==> config.mk <==
export PLATFORM = sky130hd
export DESIGN_NAME = lsfb_emit
export DESIGN_NICKNAME = d
export VERILOG_FILES = /design/src/rtl/lsfb_pkg.sv /design/src/rtl/lsfb_emit.sv
export SDC_FILE = /design/constraint.sdc
export NUM_CORES = 1
export LEC_CHECK = 0
export CORE_MARGIN = 5
export CORE_UTILIZATION = 46
export CTS_CLUSTER_SIZE = 28
export DETAILED_ROUTE_END_ITERATION = 10
export DONT_BUFFER_PORTS = 1
export PLACE_DENSITY = 0.61
export SYNTH_ARGS = -nofsm -noshare
export SYNTH_HDL_FRONTEND = slang
export SYNTH_SLANG_ARGS = --single-unit
==> constraint.sdc <==
create_clock -name clk -period 1.5 [get_ports clk]
set_input_delay 0.15 -clock clk [delete_from_list [all_inputs] [get_ports clk]]
set_output_delay 0.15 -clock clk [all_outputs]
set_load 0.1 [all_outputs]
==> src/rtl/lsfb_pkg.sv <==
// Shared types and constants of the LED strip frame buffer and pulse encoder.
package lsfb_pkg;

  // Bits sent for one pixel on the line
  localparam int unsigned PIX_W          = 24;
  localparam int unsigned BITS_PER_PIXEL = 24;
  localparam int unsigned TIME_W         = 15;
  localparam int unsigned LEN_W          = 9;

  // Register indexes of the configuration port
  localparam logic [2:0] CFG_STRIP_LENGTH   = 3'd0;
  localparam logic [2:0] CFG_ONE_HIGH_TIME  = 3'd1;
  localparam logic [2:0] CFG_ONE_LOW_TIME   = 3'd2;
  localparam logic [2:0] CFG_ZERO_HIGH_TIME = 3'd3;
  localparam logic [2:0] CFG_ZERO_LOW_TIME  = 3'd4;

  // Register values after reset
  localparam logic [LEN_W-1:0]  RST_STRIP_LENGTH   = 9'd256;
  localparam logic [TIME_W-1:0] RST_ONE_HIGH_TIME  = 15'd8;
  localparam logic [TIME_W-1:0] RST_ONE_LOW_TIME   = 15'd5;
  localparam logic [TIME_W-1:0] RST_ZERO_HIGH_TIME = 15'd4;
  localparam logic [TIME_W-1:0] RST_ZERO_LOW_TIME  = 15'd8;

  // Request functions
  typedef enum logic [2:0] {
    FN_WRITE = 3'd0,
    FN_READ  = 3'd1,
    FN_FILL  = 3'd2,
    FN_ROT_L = 3'd3,
    FN_ROT_R = 3'd4,
    FN_SHL   = 3'd5,
    FN_SHR   = 3'd6,
    FN_EMIT  = 3'd7
  } func_t;

  typedef struct packed {
    func_t       func;
    logic [7:0]  position;
    logic [7:0]  red_in;
    logic [7:0]  green_in;
    logic [7:0]  blue_in;
  } in_item_t;

  typedef struct packed {
    logic              kind;
    logic [7:0]        red_out;
    logic [7:0]        green_out;
    logic [7:0]        blue_out;
    logic [TIME_W-1:0] high_time;
    logic [TIME_W-1:0] low_time;
    logic              frame_end;
  } out_item_t;

  // Start of a bulk pass over the store
  typedef struct packed {
    logic             start;
    func_t            op;
    logic [7:0]       pos;
    logic [PIX_W-1:0] color;
  } sweep_req_t;

  // RAM strobes driven by the bulk pass sequencer
  typedef struct packed {
    logic st_we;
    logic st_re;
    logic sc_we;
    logic sc_re;
  } sweep_ram_t;

  // Where the line encoder stands for the next pulse
  typedef struct packed {
    logic       term;
    logic       dark;
    logic [4:0] bsel;
  } emit_info_t;

endpackage

==> src/rtl/lsfb_emit.sv <==
// Line encoder position: frame slot and wire bit of the next pulse.
module lsfb_emit #(
  parameter int AW = 8,
  parameter int SW = 9
) (
  input  logic                 clk,
  input  logic                 rst_n,
  input  logic [SW-1:0]        len,
  input  logic                 step,
  output lsfb_pkg::emit_info_t info,
  output logic [AW-1:0]        addr
);

  logic [SW-1:0] slot_r, slot_nxt;
  logic [4:0]    bit_r, bit_nxt;
  logic [SW-1:0] slot_m1;

  // colour bit sent at wire position b: G7..G0, R7..R0, B7..B0
  function automatic logic [4:0] wire_bit(input logic [4:0] b);
    logic [4:0] idx;
    if (b < 5'd8) begin
      idx = 5'd15 - b;
    end else if (b < 5'd16) begin
      idx = 5'd31 - b;
    end else begin
      idx = 5'd23 - b;
    end
    return idx;
  endfunction

  assign info.term = (slot_r > len);
  assign info.dark = (slot_r == '0);
  assign info.bsel = wire_bit(bit_r);
  assign slot_m1   = slot_r - SW'(1);
  assign addr      = slot_m1[AW-1:0];

  // advance bit, then slot; terminator restarts the frame
  always_comb begin
    slot_nxt = slot_r;
    bit_nxt  = bit_r;
    if (step) begin
      if (info.term) begin
        slot_nxt = '0;
        bit_nxt  = '0;
      end else if (bit_r == 5'(lsfb_pkg::BITS_PER_PIXEL - 1)) begin
        bit_nxt  = '0;
        slot_nxt = slot_r + SW'(1);
      end else begin
        bit_nxt = bit_r + 5'd1;
      end
    end
  end

  always_ff @(posedge clk) begin
    if (!rst_n) begin
      slot_r <= '0;
      bit_r  <= '0;
    end else begin
      slot_r <= slot_nxt;
      bit_r  <= bit_nxt;
    end
  end

endmodule

After elaboration in Yosys (flattened, before gate mapping) --
Index checks and enable logic that the tools add are counted. W data, S select, Z words.
Cells by class: reductions and logical operators 3, eq/ne operators 1, add/sub/neg operators 6, muxes and demuxes 6, magnitude comparators 3
Operators with widths (count):
- $mux W5 | 4
- $mux W9 | 2
- $sub A5 B5 Y5 const A | 2
- $add A9 B1 Y9 const B | 1
- $gt A9 B9 Y1 | 1
- $logic_not A9 Y1 | 1
- $sub A8 B1 Y8 const B | 1
- $add A5 B1 Y5 const B | 1
- $eq A5 B5 Y1 const B | 1
- $lt A5 B4 Y1 const B | 1
- $lt A5 B5 Y1 const B | 1
- $sub A4 B5 Y5 const A | 1
- $reduce_and A2 Y1 | 1
- $reduce_bool A2 Y1 | 1
Word-level totals: register bits 14, bits of input ports 12, logic and storage cells 21

Longest topological paths before layout --
word-level depth 3, depth in mapped cells 8, gate-level depth less buffers 7

Worst setup path before layout --
No wires, ideal clock.
kind reg2out, start point register slot_r[0], end point output port info[5] (netlist bit), stages on the path, launching flop included 5, data arrival time 3.376 ns, setup slack -2.026 ns, buffers on the path 0, path through dfxtp_1 > inv_1 > ha_1 > nand2_1 > nor3_1
RTL lines:
- from (decl) | RTL line lsfb_emit.sv:14 | logic [SW-1:0] slot_r, slot_nxt;
- from (signal assigned) | RTL line lsfb_emit.sv:59 | slot_r <= slot_nxt;
- to (decl) | RTL line lsfb_emit.sv:10 | output lsfb_pkg::emit_info_t info,

==> flow_summary.ini <==
[outcome]
status = complete, but fails checks
violations = negative setup slack

[power_and_ir_drop]
power_frac_clock_pct = 32.4
p_per_area_nw_per_um2 = 330
p_leak_nw = 0.911
p_sw_share_pct = 27.4
vdd_drop_max_uv = 676
pwr-share-seq_pct = 52.6
p_switching_uw = 195
comb_power_share_pct = 15.0
internal-power_uw = 517

[timing]
fin_crit_ns = 1.98
finalSetupViolCount = 24
drv_slew = 0
hold_viol_final = 0
tightestPinTransition_ns = 0.752
fin_worst_skew_ns = 0.0134
rsz0062_at_grt = yes
fin_crit_sh_pct = 132
fmax_mhz = 505
setup_ws_ns = -0.478
slew_headroom_pct = 49.9

[worst_hold_path]
hold_path_depth = 1
holdPathEnd = slot_r[1]$_SDFFE_PN0P_
hold_path.class = primary input to flop
holdCritStartpoint = rst_n

[worst_setup_path]
cp-end-kind = primary output
crit_path_max_fanout = 3
cp_cell_sequence = clkinvlp_4 > ha_4 > nor2b_1 > o21a_1 > o21ai_2 > buf_6 > a21oi_4 > buf_12
rrSetupSlack_ns = -0.47
ff2ff_path_depth = 7
path_delay_family = buffers and inverters
arrival_ns = 1.83
crit_path_start_kind = flop
r2r_end = bit_r[3]$_SDFFE_PN0P_
regToRegStartpoint = slot_r[2]$_SDFFE_PN0P_
crit_slowest_cell = dfxtp_4
cp_num_buf_inv = 3
crit_cells = 8
crit_type = flop to primary output
cp_data_required_time_ns = 1.35
max_stage_delay_ns = 0.38

[placement]
placed_cells = 205
pre_cts_ws_ns = -0.444
dp_hpwl_microns = 2270
place_congestion = 0.737
io_buffers = 0

[route]
wl_per_cell_microns = 16.4
wirelength_microns = 3610
drc_errors = 0
ant_nets = 0
first_pass_iters = 4
vias = 1176
vias_per_cell = 5.35
drtIter0Drc = 27

[die]
die_h_microns = 60.9
num_rows = 18
coreArea_sq_um = 2480
die_w_microns = 60.9
die_area_sq_um = 3710
start_util_pct = 48.1
pin_count = 27

[clock_tree]
h-tree-depth = 1
clock-sinks = 14
clock_path_buffers = 2
cts_tree = done
clk_pin_slew_ns = 0.09
clk_latency_ns = 0.29
numCtsBuffers = 3
root_buffer = clkbuf_4

[layout]
fin_nets = 219
seq_area_sq_um = 294
multi_input_area_sq_um = 1110
fin_cells = 220
drive_gt1_share_pct = 56.3
nFillCells = 123
syn_to_final_growth_pct = 81.2
antenna_cells = 0

[logic_synthesis]
synth_nets = 166
syn_area_sq_um = 1190
netlist_instances = 138
yosysWarnings = 0
syn_area_per_cell_sq_um = 8.63
ys_types = 36
synth-seq-cells = 14
synth-seq-area-share_pct = 23.5

[grt]
track_usage_pct = 19.9
grt_pass1_vias = 1256
grt_max_degree = 13
grt_pass1_wl_microns = 5520
grt_overflow = 0
antenna_found_initial = 0

[flow_run]
maxCapViolations = 0
through the flow:
step | utilization (%) | TNS, ns | cell area, sq um | power [mW] | hold WS (ns)
2_1_floorplan | - | -14.02 | 1370 | 0.461 | 0.298
3_3_place_gp | 73.2 | -5.14 | 1810 | 0.472 | 0.306
3_5_place_dp | 73.2 | -6.04 | 1810 | 0.475 | 0.309
4_1_cts | 82.3 | -7.45 | 2040 | 0.712 | 0.00250
5_1_grt | 87.1 | -10.53 | 2160 | 0.746 | 0.0166
6_report | 87.1 | -8.31 | 2160 | 0.712 | 0.0169
how the worst max path moves through the flow:
stage                                       from  slack, ns               endpoint
final                     slot_r[0]$_SDFFE_PN0P_      -0.48                info[6]
after floorplan           slot_r[0]$_SDFFE_PN0P_      -0.84  bit_r[1]$_SDFFE_PN0P_
after global routing      slot_r[4]$_SDFFE_PN0P_      -0.59                info[6]
after detailed placement  slot_r[8]$_SDFFE_PN0P_      -0.44  bit_r[2]$_SDFFE_PN0P_
after global placement    slot_r[8]$_SDFFE_PN0P_      -0.38  bit_r[2]$_SDFFE_PN0P_
after CTS                 slot_r[2]$_SDFFE_PN0P_      -0.48                addr[7]
cells in the mapped netlist:
| library cell | n | share of area (%) |
|---|---|---|
| mux2i_1 | 1 | 0.84 |
| a21oi_2 | 1 | 0.74 |
| a2bb2oi_1 | 1 | 0.74 |
| nor2b_1 | 1 | 0.53 |
| and3_1 | 2 | 1.1 |
| a21boi_0 | 1 | 0.63 |
| o21ai_0 | 2 | 0.84 |
| buf_4 | 1 | 0.63 |
| xor2_1 | 9 | 6.6 |
| and4_1 | 1 | 0.74 |
| nor3b_2 | 8 | 8.4 |
| buf_6 | 2 | 1.9 |
| nor4b_1 | 1 | 0.74 |
| nor4_4 | 1 | 1.8 |
| buf_2 | 2 | 0.84 |
| a31oi_1 | 1 | 0.53 |
| nand2b_1 | 1 | 0.53 |
| a21o_1 | 1 | 0.63 |
| ha_1 | 16 | 17 |
| dfxtp_1 | 14 | 24 |
| inv_1 | 18 | 5.7 |
| xnor2_1 | 7 | 5.1 |
| nand3_1 | 7 | 2.9 |
| o21ai_1 | 1 | 0.42 |
| o21a_1 | 1 | 0.63 |
| nor4bb_1 | 1 | 0.84 |
| nor3b_1 | 1 | 0.63 |
| nand3b_1 | 1 | 0.63 |
| clkbuf_1 | 2 | 0.63 |
| nand2_1 | 7 | 2.2 |
| a21oi_1 | 5 | 2.1 |
| or4_4 | 1 | 0.95 |
| nor3_1 | 4 | 1.7 |
| nand4_1 | 6 | 3.2 |
| nor2_1 | 8 | 2.5 |
| nor3_2 | 1 | 0.84 |
layout by cell type (no fill, tap or decap), types with 6 or more instances in the layout:
master / n
buf_4: 28
buf_6: 14
inv_1: 13
buf_12: 11
nor3b_2: 8
ha_4: 8
nor2_1: 7
nand3_1: 7
ha_1: 7
dfxtp_1: 7
nand2_1: 6
nand4_1: 6
xnor2_1: 6
metal layers:
metal | track usage [%] | part of all wire (%)
met5 | 0 | 0
met4 | 5.57 | 2.2
met3 | 4.47 | 3.3
met2 | 38.9 | 56
met1 | 20.9 | 39
final cells by class:
class	instances	share of cell area, %
Timing Repair Buffer	55	28.2
Clock buffer	4	1.22
Multi-Input combinational cell	99	51.7
Inverter	18	3.59
Tap cell	30	1.74
Sequential cell	14	13.6
cells by family (layout without fill, tap and decap cells):
family	after synthesis	after routing	share of synthesized area, %
compound gates	14	14	7.25
fa+ha+maj	16	16	16.8
xor+xnor	16	16	11.8
flops	14	14	23.5
mux	1	1	0.840
buf+inv	25	77	9.66
simple gates	52	52	30.1
flip-flops by register name (all words and copies together), names as in the netlist:
signal,flops
bit_r,5
slot_r,9
power by group through the flow:
| stage | logic, mW | registers [mW] | clock network [mW] |
|---|---|---|---|
| 2_1_floorplan | 0.0761 | 0.385 | 0 |
| 3_3_place_gp | 0.0868 | 0.385 | 0 |
| 3_5_place_dp | 0.0898 | 0.385 | 0 |
| 4_1_cts | 0.0971 | 0.377 | 0.238 |
| 5_1_grt | 0.115 | 0.376 | 0.255 |
| 6_report | 0.107 | 0.375 | 0.231 |
timing repair:
action / CTS / global route
hold endpoints to repair: 4 / 0
hold buffers: 2 / 0
setup buffers: 6 / 5
endpoints found under the setup margin: 25 / 24
pin swaps: 9 / 9
resized for setup: 35 / 19
gates cloned: 0 / 0
Note: power is estimated with default switching activity, not from simulation.
