$ cat src/rtl/lsfb_pkg.sv
// Shared types and constants of the LED strip frame buffer and pulse encoder.
package lsfb_pkg;

  // Bits sent for one pixel on the line
  localparam int unsigned PIX_W          = 24;
  localparam int unsigned BITS_PER_PIXEL = 24;
  localparam int unsigned TIME_W         = 15;
  localparam int unsigned LEN_W          = 9;

  // Register indexes of the configuration port
  localparam logic [2:0] CFG_STRIP_LENGTH   = 3'd0;
  localparam logic [2:0] CFG_ONE_HIGH_TIME  = 3'd1;
  localparam logic [2:0] CFG_ONE_LOW_TIME   = 3'd2;
  localparam logic [2:0] CFG_ZERO_HIGH_TIME = 3'd3;
  localparam logic [2:0] CFG_ZERO_LOW_TIME  = 3'd4;

  // Register values after reset
  localparam logic [LEN_W-1:0]  RST_STRIP_LENGTH   = 9'd256;
  localparam logic [TIME_W-1:0] RST_ONE_HIGH_TIME  = 15'd8;
  localparam logic [TIME_W-1:0] RST_ONE_LOW_TIME   = 15'd5;
  localparam logic [TIME_W-1:0] RST_ZERO_HIGH_TIME = 15'd4;
  localparam logic [TIME_W-1:0] RST_ZERO_LOW_TIME  = 15'd8;

  // Request functions
  typedef enum logic [2:0] {
    FN_WRITE = 3'd0,
    FN_READ  = 3'd1,
    FN_FILL  = 3'd2,
    FN_ROT_L = 3'd3,
    FN_ROT_R = 3'd4,
    FN_SHL   = 3'd5,
    FN_SHR   = 3'd6,
    FN_EMIT  = 3'd7
  } func_t;

  typedef struct packed {
    func_t       func;
    logic [7:0]  position;
    logic [7:0]  red_in;
    logic [7:0]  green_in;
    logic [7:0]  blue_in;
  } in_item_t;

  typedef struct packed {
    logic              kind;
    logic [7:0]        red_out;
    logic [7:0]        green_out;
    logic [7:0]        blue_out;
    logic [TIME_W-1:0] high_time;
    logic [TIME_W-1:0] low_time;
    logic              frame_end;
  } out_item_t;

  // Start of a bulk pass over the store
  typedef struct packed {
    logic             start;
    func_t            op;
    logic [7:0]       pos;
    logic [PIX_W-1:0] color;
  } sweep_req_t;

  // RAM strobes driven by the bulk pass sequencer
  typedef struct packed {
    logic st_we;
    logic st_re;
    logic sc_we;
    logic sc_re;
  } sweep_ram_t;

  // Where the line encoder stands for the next pulse
  typedef struct packed {
    logic       term;
    logic       dark;
    logic [4:0] bsel;
  } emit_info_t;

endpackage

$ cat src/rtl/lsfb_sweep.sv
// Bulk pass sequencer: clearing after reset, fill, rotate and shift of the store.
module lsfb_sweep #(
  parameter int MAX_PIXELS = 256,
  parameter int AW = 8,
  parameter int SW = 9
) (
  input  logic                      clk,
  input  logic                      rst_n,
  input  logic [SW-1:0]             len,
  input  lsfb_pkg::sweep_req_t      req,
  input  logic [lsfb_pkg::PIX_W-1:0] st_rdata,
  input  logic [lsfb_pkg::PIX_W-1:0] sc_rdata,
  output logic                      busy,
  output lsfb_pkg::sweep_ram_t      ram,
  output logic [AW-1:0]             st_waddr,
  output logic [lsfb_pkg::PIX_W-1:0] st_wdata,
  output logic [AW-1:0]             st_raddr,
  output logic [AW-1:0]             sc_waddr,
  output logic [lsfb_pkg::PIX_W-1:0] sc_wdata,
  output logic [AW-1:0]             sc_raddr
);

  typedef enum logic [5:0] {
    ST_CLEAR = 6'b000001,
    ST_IDLE  = 6'b000010,
    ST_FILL  = 6'b000100,
    ST_MOD   = 6'b001000,
    ST_COPY  = 6'b010000,
    ST_MOVE  = 6'b100000
  } state_t;

  state_t                     state_r, state_nxt;
  logic [SW-1:0]              x_r, x_nxt;
  logic [SW-1:0]              p_r, p_nxt;
  logic [SW-1:0]              r_r, r_nxt;
  logic [2:0]                 k_r, k_nxt;
  lsfb_pkg::func_t            op_r, op_nxt;
  logic [7:0]                 pos_r, pos_nxt;
  logic [lsfb_pkg::PIX_W-1:0] color_r, color_nxt;

  // delayed write of a read-modify-write pass
  logic                       wv_r, wv_nxt;
  logic                       wsc_r, wsc_nxt;
  logic                       wblank_r, wblank_nxt;
  logic [AW-1:0]              wa_r, wa_nxt;

  logic [SW:0]                mod_t, mod_red, len_x;
  logic [SW-1:0]              r_step, p_wrap, pos_sw, shr_src;
  logic [SW-1:0]              src;
  logic                       src_ok;

  // one restoring remainder step per cycle: amount modulo length
  assign len_x   = {1'b0, len};
  assign mod_t   = {r_r, pos_r[k_r]};
  assign mod_red = (mod_t >= len_x) ? (mod_t - len_x) : mod_t;
  assign r_step  = mod_red[SW-1:0];

  assign pos_sw  = SW'(pos_r);
  assign shr_src = x_r - pos_sw;
  assign p_wrap  = ((p_r + SW'(1)) == len) ? '0 : (p_r + SW'(1));

  // source entry of the scratch copy for the current target
  always_comb begin
    src    = p_r;
    src_ok = 1'b1;
    unique case (op_r)
      lsfb_pkg::FN_SHL: begin
        src_ok = (p_r < len);
      end
      lsfb_pkg::FN_SHR: begin
        src    = shr_src;
        src_ok = (x_r >= pos_sw);
      end
      default: begin
        src    = p_r;
      end
    endcase
  end

  assign busy = (state_r != ST_IDLE) || wv_r;

  always_comb begin
    state_nxt  = state_r;
    x_nxt      = x_r;
    p_nxt      = p_r;
    r_nxt      = r_r;
    k_nxt      = k_r;
    op_nxt     = op_r;
    pos_nxt    = pos_r;
    color_nxt  = color_r;
    wv_nxt     = 1'b0;
    wsc_nxt    = wsc_r;
    wblank_nxt = wblank_r;
    wa_nxt     = wa_r;
    ram        = '0;
    st_waddr   = '0;
    st_wdata   = '0;
    st_raddr   = '0;
    sc_waddr   = '0;
    sc_wdata   = '0;
    sc_raddr   = '0;

    // write-back half of the copy and move passes
    if (wv_r) begin
      if (wsc_r) begin
        ram.sc_we = 1'b1;
        sc_waddr  = wa_r;
        sc_wdata  = st_rdata;
      end else begin
        ram.st_we = 1'b1;
        st_waddr  = wa_r;
        st_wdata  = wblank_r ? '0 : sc_rdata;
      end
    end

    unique case (state_r)
      ST_CLEAR: begin
        ram.st_we = 1'b1;
        st_waddr  = x_r[AW-1:0];
        st_wdata  = '0;
        if (x_r == SW'(MAX_PIXELS - 1)) begin
          state_nxt = ST_IDLE;
          x_nxt     = '0;
        end else begin
          x_nxt = x_r + SW'(1);
        end
      end
      ST_IDLE: begin
        if (req.start) begin
          op_nxt    = req.op;
          pos_nxt   = req.pos;
          color_nxt = req.color;
          x_nxt     = '0;
          r_nxt     = '0;
          k_nxt     = 3'd7;
          p_nxt     = SW'(req.pos);
          priority case (req.op)
            lsfb_pkg::FN_FILL:  state_nxt = ST_FILL;
            lsfb_pkg::FN_ROT_L: state_nxt = ST_MOD;
            lsfb_pkg::FN_ROT_R: state_nxt = ST_MOD;
            default:            state_nxt = ST_COPY;
          endcase
        end
      end
      ST_FILL: begin
        ram.st_we = 1'b1;
        st_waddr  = x_r[AW-1:0];
        st_wdata  = color_r;
        if (x_r == len - SW'(1)) begin
          state_nxt = ST_IDLE;
          x_nxt     = '0;
        end else begin
          x_nxt = x_r + SW'(1);
        end
      end
      ST_MOD: begin
        r_nxt = r_step;
        k_nxt = k_r - 3'd1;
        if (k_r == 3'd0) begin
          state_nxt = ST_COPY;
          x_nxt     = '0;
          if (op_r == lsfb_pkg::FN_ROT_L) begin
            p_nxt = r_step;
          end else begin
            p_nxt = (r_step == '0) ? '0 : (len - r_step);
          end
        end
      end
      ST_COPY: begin
        // the final visit with x at len lets the last scratch write land
        if (x_r < len) begin
          ram.st_re = 1'b1;
          st_raddr  = x_r[AW-1:0];
          wv_nxt    = 1'b1;
          wsc_nxt   = 1'b1;
          wa_nxt    = x_r[AW-1:0];
          x_nxt     = x_r + SW'(1);
        end else begin
          state_nxt = ST_MOVE;
          x_nxt     = '0;
        end
      end
      ST_MOVE: begin
        ram.sc_re  = src_ok;
        sc_raddr   = src[AW-1:0];
        wv_nxt     = 1'b1;
        wsc_nxt    = 1'b0;
        wblank_nxt = !src_ok;
        wa_nxt     = x_r[AW-1:0];
        if (op_r == lsfb_pkg::FN_SHL) begin
          p_nxt = p_r + SW'(1);
        end else begin
          p_nxt = p_wrap;
        end
        if (x_r == len - SW'(1)) begin
          state_nxt = ST_IDLE;
          x_nxt     = '0;
        end else begin
          x_nxt = x_r + SW'(1);
        end
      end
      default: begin
        state_nxt = ST_CLEAR;
        x_nxt     = '0;
      end
    endcase
  end

  always_ff @(posedge clk) begin
    if (!rst_n) begin
      state_r <= ST_CLEAR;
      x_r     <= '0;
      wv_r    <= 1'b0;
    end else begin
      state_r <= state_nxt;
      x_r     <= x_nxt;
      wv_r    <= wv_nxt;
    end
  end

  always_ff @(posedge clk) begin
    p_r      <= p_nxt;
    r_r      <= r_nxt;
    k_r      <= k_nxt;
    op_r     <= op_nxt;
    pos_r    <= pos_nxt;
    color_r  <= color_nxt;
    wsc_r    <= wsc_nxt;
    wblank_r <= wblank_nxt;
    wa_r     <= wa_nxt;
  end

endmodule

$ cat config.mk
export PLATFORM = sky130hd
export DESIGN_NAME = lsfb_sweep
export DESIGN_NICKNAME = d
export VERILOG_FILES = /design/src/rtl/lsfb_pkg.sv /design/src/rtl/lsfb_sweep.sv
export SDC_FILE = /design/constraint.sdc
export NUM_CORES = 1
export LEC_CHECK = 0
export BUFFER_PORTS_ARGS = -buffer_cell sky130_fd_sc_hd__buf_2
export CORE_MARGIN = 5
export CORE_UTILIZATION = 54
export DETAILED_ROUTE_END_ITERATION = 8
export PLACE_DENSITY = 0.79
export SYNTH_ARGS = -nofsm -noshare
export SYNTH_HDL_FRONTEND = slang
export SYNTH_SLANG_ARGS = --single-unit
export TNS_END_PERCENT = 30
$ cat constraint.sdc
create_clock -name clk -period 5.7 [get_ports clk]
set_clock_uncertainty 0.05 [all_clocks]
set_input_delay 1.14 -clock clk [delete_from_list [all_inputs] [get_ports clk]]
set_output_delay 1.14 -clock clk [all_outputs]
set_load 0.005 [all_outputs]
# --- Yosys cells after proc, flatten, opt, wreduce, memory -nomap -nowiden ---
# Cells that the tools add are included.
classes:
  add_sub_neg: 7
  eq_ne: 22
  mux: 55
  n_reduce_logical: 16
  n_lt_le_gt_ge: 5
ops:
  columns: ["operator", "count"]
  rows:
  - ["2-to-1 mux 24 bit", 5]
  - ["2-to-1 mux 9 bit", 12]
  - ["2-to-1 mux 8 bit", 10]
  - ["one-hot mux 24 bit (2 select lines)", 1]
  - ["one-hot mux 9 bit (5 select lines)", 1]
  - ["2-to-1 mux 6 bit", 5]
  - ["one-hot mux 6 bit (5 select lines)", 1]
  - ["one-hot mux 9 bit (3 select lines)", 1]
  - ["adder 9 x 1 -> 9 bit (second input constant)", 2]
  - ["== test 9 bit", 2]
  - ["less-than comparator 9 bit", 2]
  - ["one-hot mux 9 bit (2 select lines)", 1]
  - ["subtractor 9 bit", 2]
  - ["one-hot mux 8 bit (2 select lines)", 1]
  - [">= comparator 10 x 9 -> 1 bit", 1]
  - ["2-to-1 mux 1 bit", 10]
  - ["!= test 2 bit (second input constant)", 5]
  - ["one-hot mux 5 bit (2 select lines)", 1]
  - ["== test 3 x 2 -> 1 bit (second input constant)", 3]
  - ["== test 3 bit (second input constant)", 3]
  - ["== test 9 x 8 -> 1 bit (second input constant)", 1]
  - [">= comparator 9 x 8 -> 1 bit", 1]
  - ["logical NOT 9 bit", 1]
  - ["subtractor 9 x 1 -> 9 bit (second input constant)", 1]
  - ["24 further kinds", 32]
totals:
  elab_cells: 117
  output_inout_bits: 85
  register_bits: 82
  input_bits: 95

# --- Depth between registers and ports, before layout ---
logic_depth:
  depth_word: 9
  mapped_depth: 20
  ltp_nobuf: 20

# --- Least setup slack after synthesis ---
# OpenSTA, ideal clock, no wires.
synth_path:
  path_kind: "in2reg"
  startpoint: "in len[1]"
  endpoint: "reg p_r[8], data pin"
  required_ns: 5.373
  t_arrival_ns: 4.531
  setup_slack_ns: 0.842
  path_buffers: 1
  cell_stages: 17
  setup_ns: 0.277
  path_cell_list: "clkbuf_1 -> inv_1 -> fa_1 -> nand3_1 -> nand4_1 -> a21o_4 -> mux2i_2 -> xnor2_1 -> ha_1 -> a31oi_1 -> nand3_1 -> maj3_2 -> o221ai_2 -> a21oi_2 -> nor4_2 -> mux2i_1 -> o22ai_1"
synth_via:
  elab_chain_len: 7
  elab_cells_between_ends: 12
  cone_classes: "2 x add/sub; 1 x order compare; 1 x eq/ne; 7 x mux; 1 x reduce/logical"
synth_lines:
  columns: ["item", "line", "rtl"]
  rows:
  - ["start: declaration", "lsfb_sweep.sv:9", "input logic [SW-1:0] len,"]
  - ["subtractor 9 bit / >= comparator 10 x 9 -> 1 bit (equally long branches)", "lsfb_sweep.sv:55", "assign mod_red = (mod_t >= len_x) ? (mod_t - len_x) : mod_t;"]
  - ["2-to-1 mux 9 bit", "lsfb_sweep.sv:55", null]
  - ["subtractor 9 bit / logical NOT 9 bit (equally long branches)", "lsfb_sweep.sv:165", "p_nxt = (r_step == '0) ? '0 : (len - r_step);"]
  - ["2-to-1 mux 9 bit", "lsfb_sweep.sv:165", null]
  - ["2-to-1 mux 9 bit", "lsfb_sweep.sv:162", "if (op_r == lsfb_pkg::FN_ROT_L) begin"]
  - ["2-to-1 mux 9 bit", "lsfb_sweep.sv:159", "if (k_r == 3'd0) begin"]
  - ["one-hot mux 9 bit (3 select lines) (*)", "lsfb_sweep.sv:116", "unique case (state_r)"]
  - ["via p_nxt[8]", "lsfb_sweep.sv:34", "logic [SW-1:0] p_r, p_nxt;"]
  - ["end signal: assignment", "lsfb_sweep.sv:222", "p_r <= p_nxt;"]
  - ["end: declaration", "lsfb_sweep.sv:34", null]
# The timed path passes the listed nets; every way through them passes the cells marked *. The select of a mux whose other input is x is not followed.
# A chain may end at the register's enable or synchronous reset.

# --- Worst setup path in the final report ---
layout_path:
  startpoint: "reg k_r[0]"
  endpoint: "reg p_r[8], data pin"
layout_via:
  elab_chain_len: 9
  elab_cells_between_ends: 11
  cone_classes: "2 x add/sub; 1 x order compare; 7 x mux; 1 x reduce/logical"
layout_lines:
  columns: ["item", "line", "rtl"]
  rows:
  - ["start: declaration", "lsfb_sweep.sv:36", "logic [2:0] k_r, k_nxt;"]
  - ["start signal: assignment", "lsfb_sweep.sv:224", "k_r <= k_nxt;"]
  - ["binary-select mux 1 bit (select 3 bit) (*)", "lsfb_sweep.sv:54", "assign mod_t = {r_r, pos_r[k_r]};"]
  - ["2-to-1 mux 1 bit (not written as such) (*)", "lsfb_sweep.sv:54", null]
  - ["subtractor 9 bit / >= comparator 10 x 9 -> 1 bit (equally long branches)", "lsfb_sweep.sv:55", null]
  - ["2-to-1 mux 9 bit (*)", "lsfb_sweep.sv:55", null]
  - ["subtractor 9 bit / logical NOT 9 bit (equally long branches)", "lsfb_sweep.sv:165", null]
  - ["2-to-1 mux 9 bit", "lsfb_sweep.sv:165", null]
  - ["2-to-1 mux 9 bit (*)", "lsfb_sweep.sv:162", null]
  - ["2-to-1 mux 9 bit (*)", "lsfb_sweep.sv:159", null]
  - ["one-hot mux 9 bit (3 select lines) (*)", "lsfb_sweep.sv:116", null]
  - ["via p_nxt[8]", "lsfb_sweep.sv:34", null]
# Marks and branches as above.

==> flow_metrics.env <==
export IMPL_cp_num_cells=19
export IMPL_htreeDepth=3
export IMPL_crit_path_max_incr_delay_ns=0.52
export IMPL_yosysUniqueCellTypes=83
export IMPL_path_clk_slew_ns=0.06
export IMPL_reg2reg_slack_ns=0.50
export IMPL_cts_sinks=82
export IMPL_cpMaxStageDelayCell="mux4_2"
export IMPL_synthCells=681
export IMPL_peakVddDrop_mv=0.143
export IMPL_swShare_pct=27.3
export IMPL_crit_path_end="p_r[8]$_DFFE_PP_"
export IMPL_gp_congestion=0.975
export IMPL_min_period_over_period_pct=91.3
export IMPL_grt_max_degree=36
export IMPL_cts_root_buf="clkbuf_16"
export IMPL_hpwlAfterDp_mm=15.8
export IMPL_fin_tns_setup_ns=0
export IMPL_multi_input_area_um2=3770
export IMPL_synth_net_count=825
export IMPL_finalInstanceArea_um2=7610
export IMPL_startpoint="k_r[0]$_SDFFCE_PN1P_"
export IMPL_yosys_area_top_type="edfxtp_1"
export IMPL_grt_overflow_total=0
export IMPL_finalHoldViolCount=0
export IMPL_antenna_found_initial=0
export IMPL_crit_path_max_fanout=15
export IMPL_num_vias=6079
export IMPL_layout_commonest_cell="buf_2"
export IMPL_netSwitchingPower_mw=0.397
export IMPL_grt_busiest_layer="met2"
export IMPL_period_needed_ns=5.20
export IMPL_use_met2_pct=45.4
export IMPL_finalPower_mw=1.45
export IMPL_gr_usage_met3_pct=7.31
export IMPL_cp_cell_sequence="mux4_2, mux2i_1, ha_1, inv_1, fa_1, nand3_1, nand4_1, a21o_4, mux2i_2, xnor2_1, ha_1, a31oi_1, nand3_1, maj3_2, o221ai_2, a21oi_2, nor4_2, mux2i_1, o22ai_1"
export IMPL_ant_nets=0
export IMPL_synth_seq_cells=82
export IMPL_routed_via_density=6.11
export IMPL_p_seq_share_pct=45.7
export IMPL_async_flop_share_pct=0
export IMPL_yosysWarnings=0
export IMPL_start_util_pct=55.5
export IMPL_first_global_vias=5940
export IMPL_worstPathRequired_ns=5.70
export IMPL_clkPwrFrac_pct=37.0
export IMPL_syn_avg_cell_area_um2=9.34
export IMPL_end_kind="flop"
export IMPL_dieArea_um2=14000
export IMPL_powerDensity_nw_per_um2=191
export IMPL_cts_resized=0
export IMPL_dpl_cell_area_um2=7340
export IMPL_drt_pass1_iterations=5
export IMPL_cts_hold_buf=0
export IMPL_timing_worst_setup_path_type="reg -> reg"
export IMPL_reg2reg_depth=19
export IMPL_final_cell_mix="buf_2 (179), edfxtp_1 (66), nor2_1 (53), and3_1 (51), ha_1 (47)"
export IMPL_synth_edf_count=66
export IMPL_routedWlPerCell_um=19.8
export IMPL_io_buffers=179
export IMPL_clk_latency_ns=0.34
export IMPL_status="completed"
export IMPL_fill_cells=942
export IMPL_worstSetupStartpointType="flop"
export IMPL_worst_pin_slew_ns=0.976
export IMPL_rows=39
export IMPL_min_path_type="reg -> reg"
export IMPL_ys_flop_type="edfxtp_1"
export IMPL_track_usage_pct=27.1
export IMPL_area_growth_pct=19.7
export IMPL_rsz0062_at_grt="false"
export IMPL_ff_latch_area_um2=2300
export IMPL_r2r_start="k_r[0]$_SDFFCE_PN1P_"
export IMPL_io_pins=180
export IMPL_pwr_share_comb_pct=17.3
export IMPL_drtIter0Drc=560
export IMPL_layout_drive_gt1_share_pct=28.2
export IMPL_max_cap_violations=0
export IMPL_clockBufferDepth=2
export IMPL_antenna_cells=0
export IMPL_die_w_um=119
export IMPL_synth_area_leaders="edfxtp_1 (31%), ha_1 (9.2%), dfxtp_1 (5.0%)"
export IMPL_drc=0
export IMPL_cts_tree="yes"
export IMPL_totalWireLength_mm=19.7
export IMPL_grt_met1_usage_pct=32.1
export IMPL_p_leak_nw=3.61
export IMPL_core_um2=11500
export IMPL_nets=991
export IMPL_critPathArrivalTime_ns=5.21
export IMPL_setup_viol=0
export IMPL_slew_viol_final=0
export IMPL_grt_pass1_wl_mm=30.8
export IMPL_cts_buffers=9
export IMPL_postCtsSetupBuffers=0
export IMPL_synth_top_cell_area_share_pct=31.2
export IMPL_fmax_mhz=192
export IMPL_crit_family="multiplexers"
export IMPL_relSlewSlack_pct=34.9
export IMPL_r2r_end="p_r[8]$_DFFE_PP_"
export IMPL_die_h_um=119
export IMPL_path_buf_inv=1
export IMPL_ys_seq_area_share_pct=36.2
export IMPL_synth_area_um2=6360
export IMPL_p_int_mw=1.06
## cell usage after synthesis, types with 7 or more instances
cell type / n
or2_2: 7
nor2b_1: 9
nor2_1: 54
a21oi_1: 43
o21a_1: 11
xor2_1: 19
inv_1: 41
a31oi_1: 7
o21ai_0: 35
xnor2_1: 23
dfxtp_1: 16
ha_1: 47
a22o_1: 24
nor3_1: 18
clkbuf_1: 21
nand3_1: 18
edfxtp_1: 66
nand2_1: 39
and3_1: 51
## worst min-delay path by stage
stage / from / end / slack (ns) / cells after the start
after floorplan: state_r[2]$_SDFFE_PN0P_ / state_r[2]$_SDFFE_PN0P_ / 0.44 / 2
after global placement: state_r[2]$_SDFFE_PN0P_ / state_r[2]$_SDFFE_PN0P_ / 0.47 / 2
after detailed placement: state_r[2]$_SDFFE_PN0P_ / state_r[2]$_SDFFE_PN0P_ / 0.49 / 2
after CTS: state_r[2]$_SDFFE_PN0P_ / state_r[2]$_SDFFE_PN0P_ / 0.49 / 2
after global routing: state_r[2]$_SDFFE_PN0P_ / state_r[2]$_SDFFE_PN0P_ / 0.52 / 2
final: state_r[2]$_SDFFE_PN0P_ / state_r[2]$_SDFFE_PN0P_ / 0.50 / 2
## through the flow
step | utilization [%] | hold slack, ns | setup WS (ns) | std cells
final | 66.4 | 0.500 | 0.496 | 995
after global routing | 66.4 | 0.518 | 0.128 | 995
after CTS | 66.4 | 0.491 | 0.459 | 995
after detailed placement | 64.0 | 0.486 | 0.469 | 979
after global placement | 64.0 | 0.469 | 0.557 | 979
after floorplan | - | 0.444 | 0.842 | 681
## tightest hold or removal path: cells and delay by family, from the launching register on
kind            cells  cell delay [ns]
flops               1             0.35
compound gates      2             0.15
## cell families after synthesis
kind of cell | count (synthesis) | share of synthesized area (%)
compound gates | 172 | 19.1
xor+xnor | 42 | 5.78
fa+ha+maj | 52 | 10.4
buf+inv | 71 | 4.76
flops | 82 | 36.2
mux | 12 | 2.52
simple gates | 250 | 21.2
## power by group through the flow
stage / Clock (mW) / Sequential [mW] / Combinational (mW)
2_1_floorplan: 0 / 0.669 / 0.164
3_5_place_dp: 0 / 0.677 / 0.247
3_3_place_gp: 0 / 0.676 / 0.238
5_1_grt: 0.573 / 0.665 / 0.278
6_report: 0.538 / 0.664 / 0.251
4_1_cts: 0.541 / 0.664 / 0.249
## per-layer routing
metal / part of all wire, % / vias up
met5: 0 / -
li1: - / 2864
met2: 47 / 329
met3: 9.2 / 56
met1: 39 / 2830
met4: 4.5 / 0
## registers in the layout, indices dropped and copies added, names as in the netlist, 6 cells and up
signal	count
color_r	24
p_r	9
r_r	9
x_r	9
pos_r	8
wa_r	8
state_r	6
## layout make-up
| type | count | share of cell area, % |
|---|---|---|
| multi-input cells | 528 | 49.5 |
| clock buffers | 11 | 3.06 |
| well taps | 143 | 2.35 |
| flip-flops and latches | 82 | 30.2 |
| clock inverters | 5 | 0.510 |
| repair buffers | 184 | 12.3 |
| inverters | 42 | 2.07 |
Note: power is estimated with default switching activity, not from simulation.
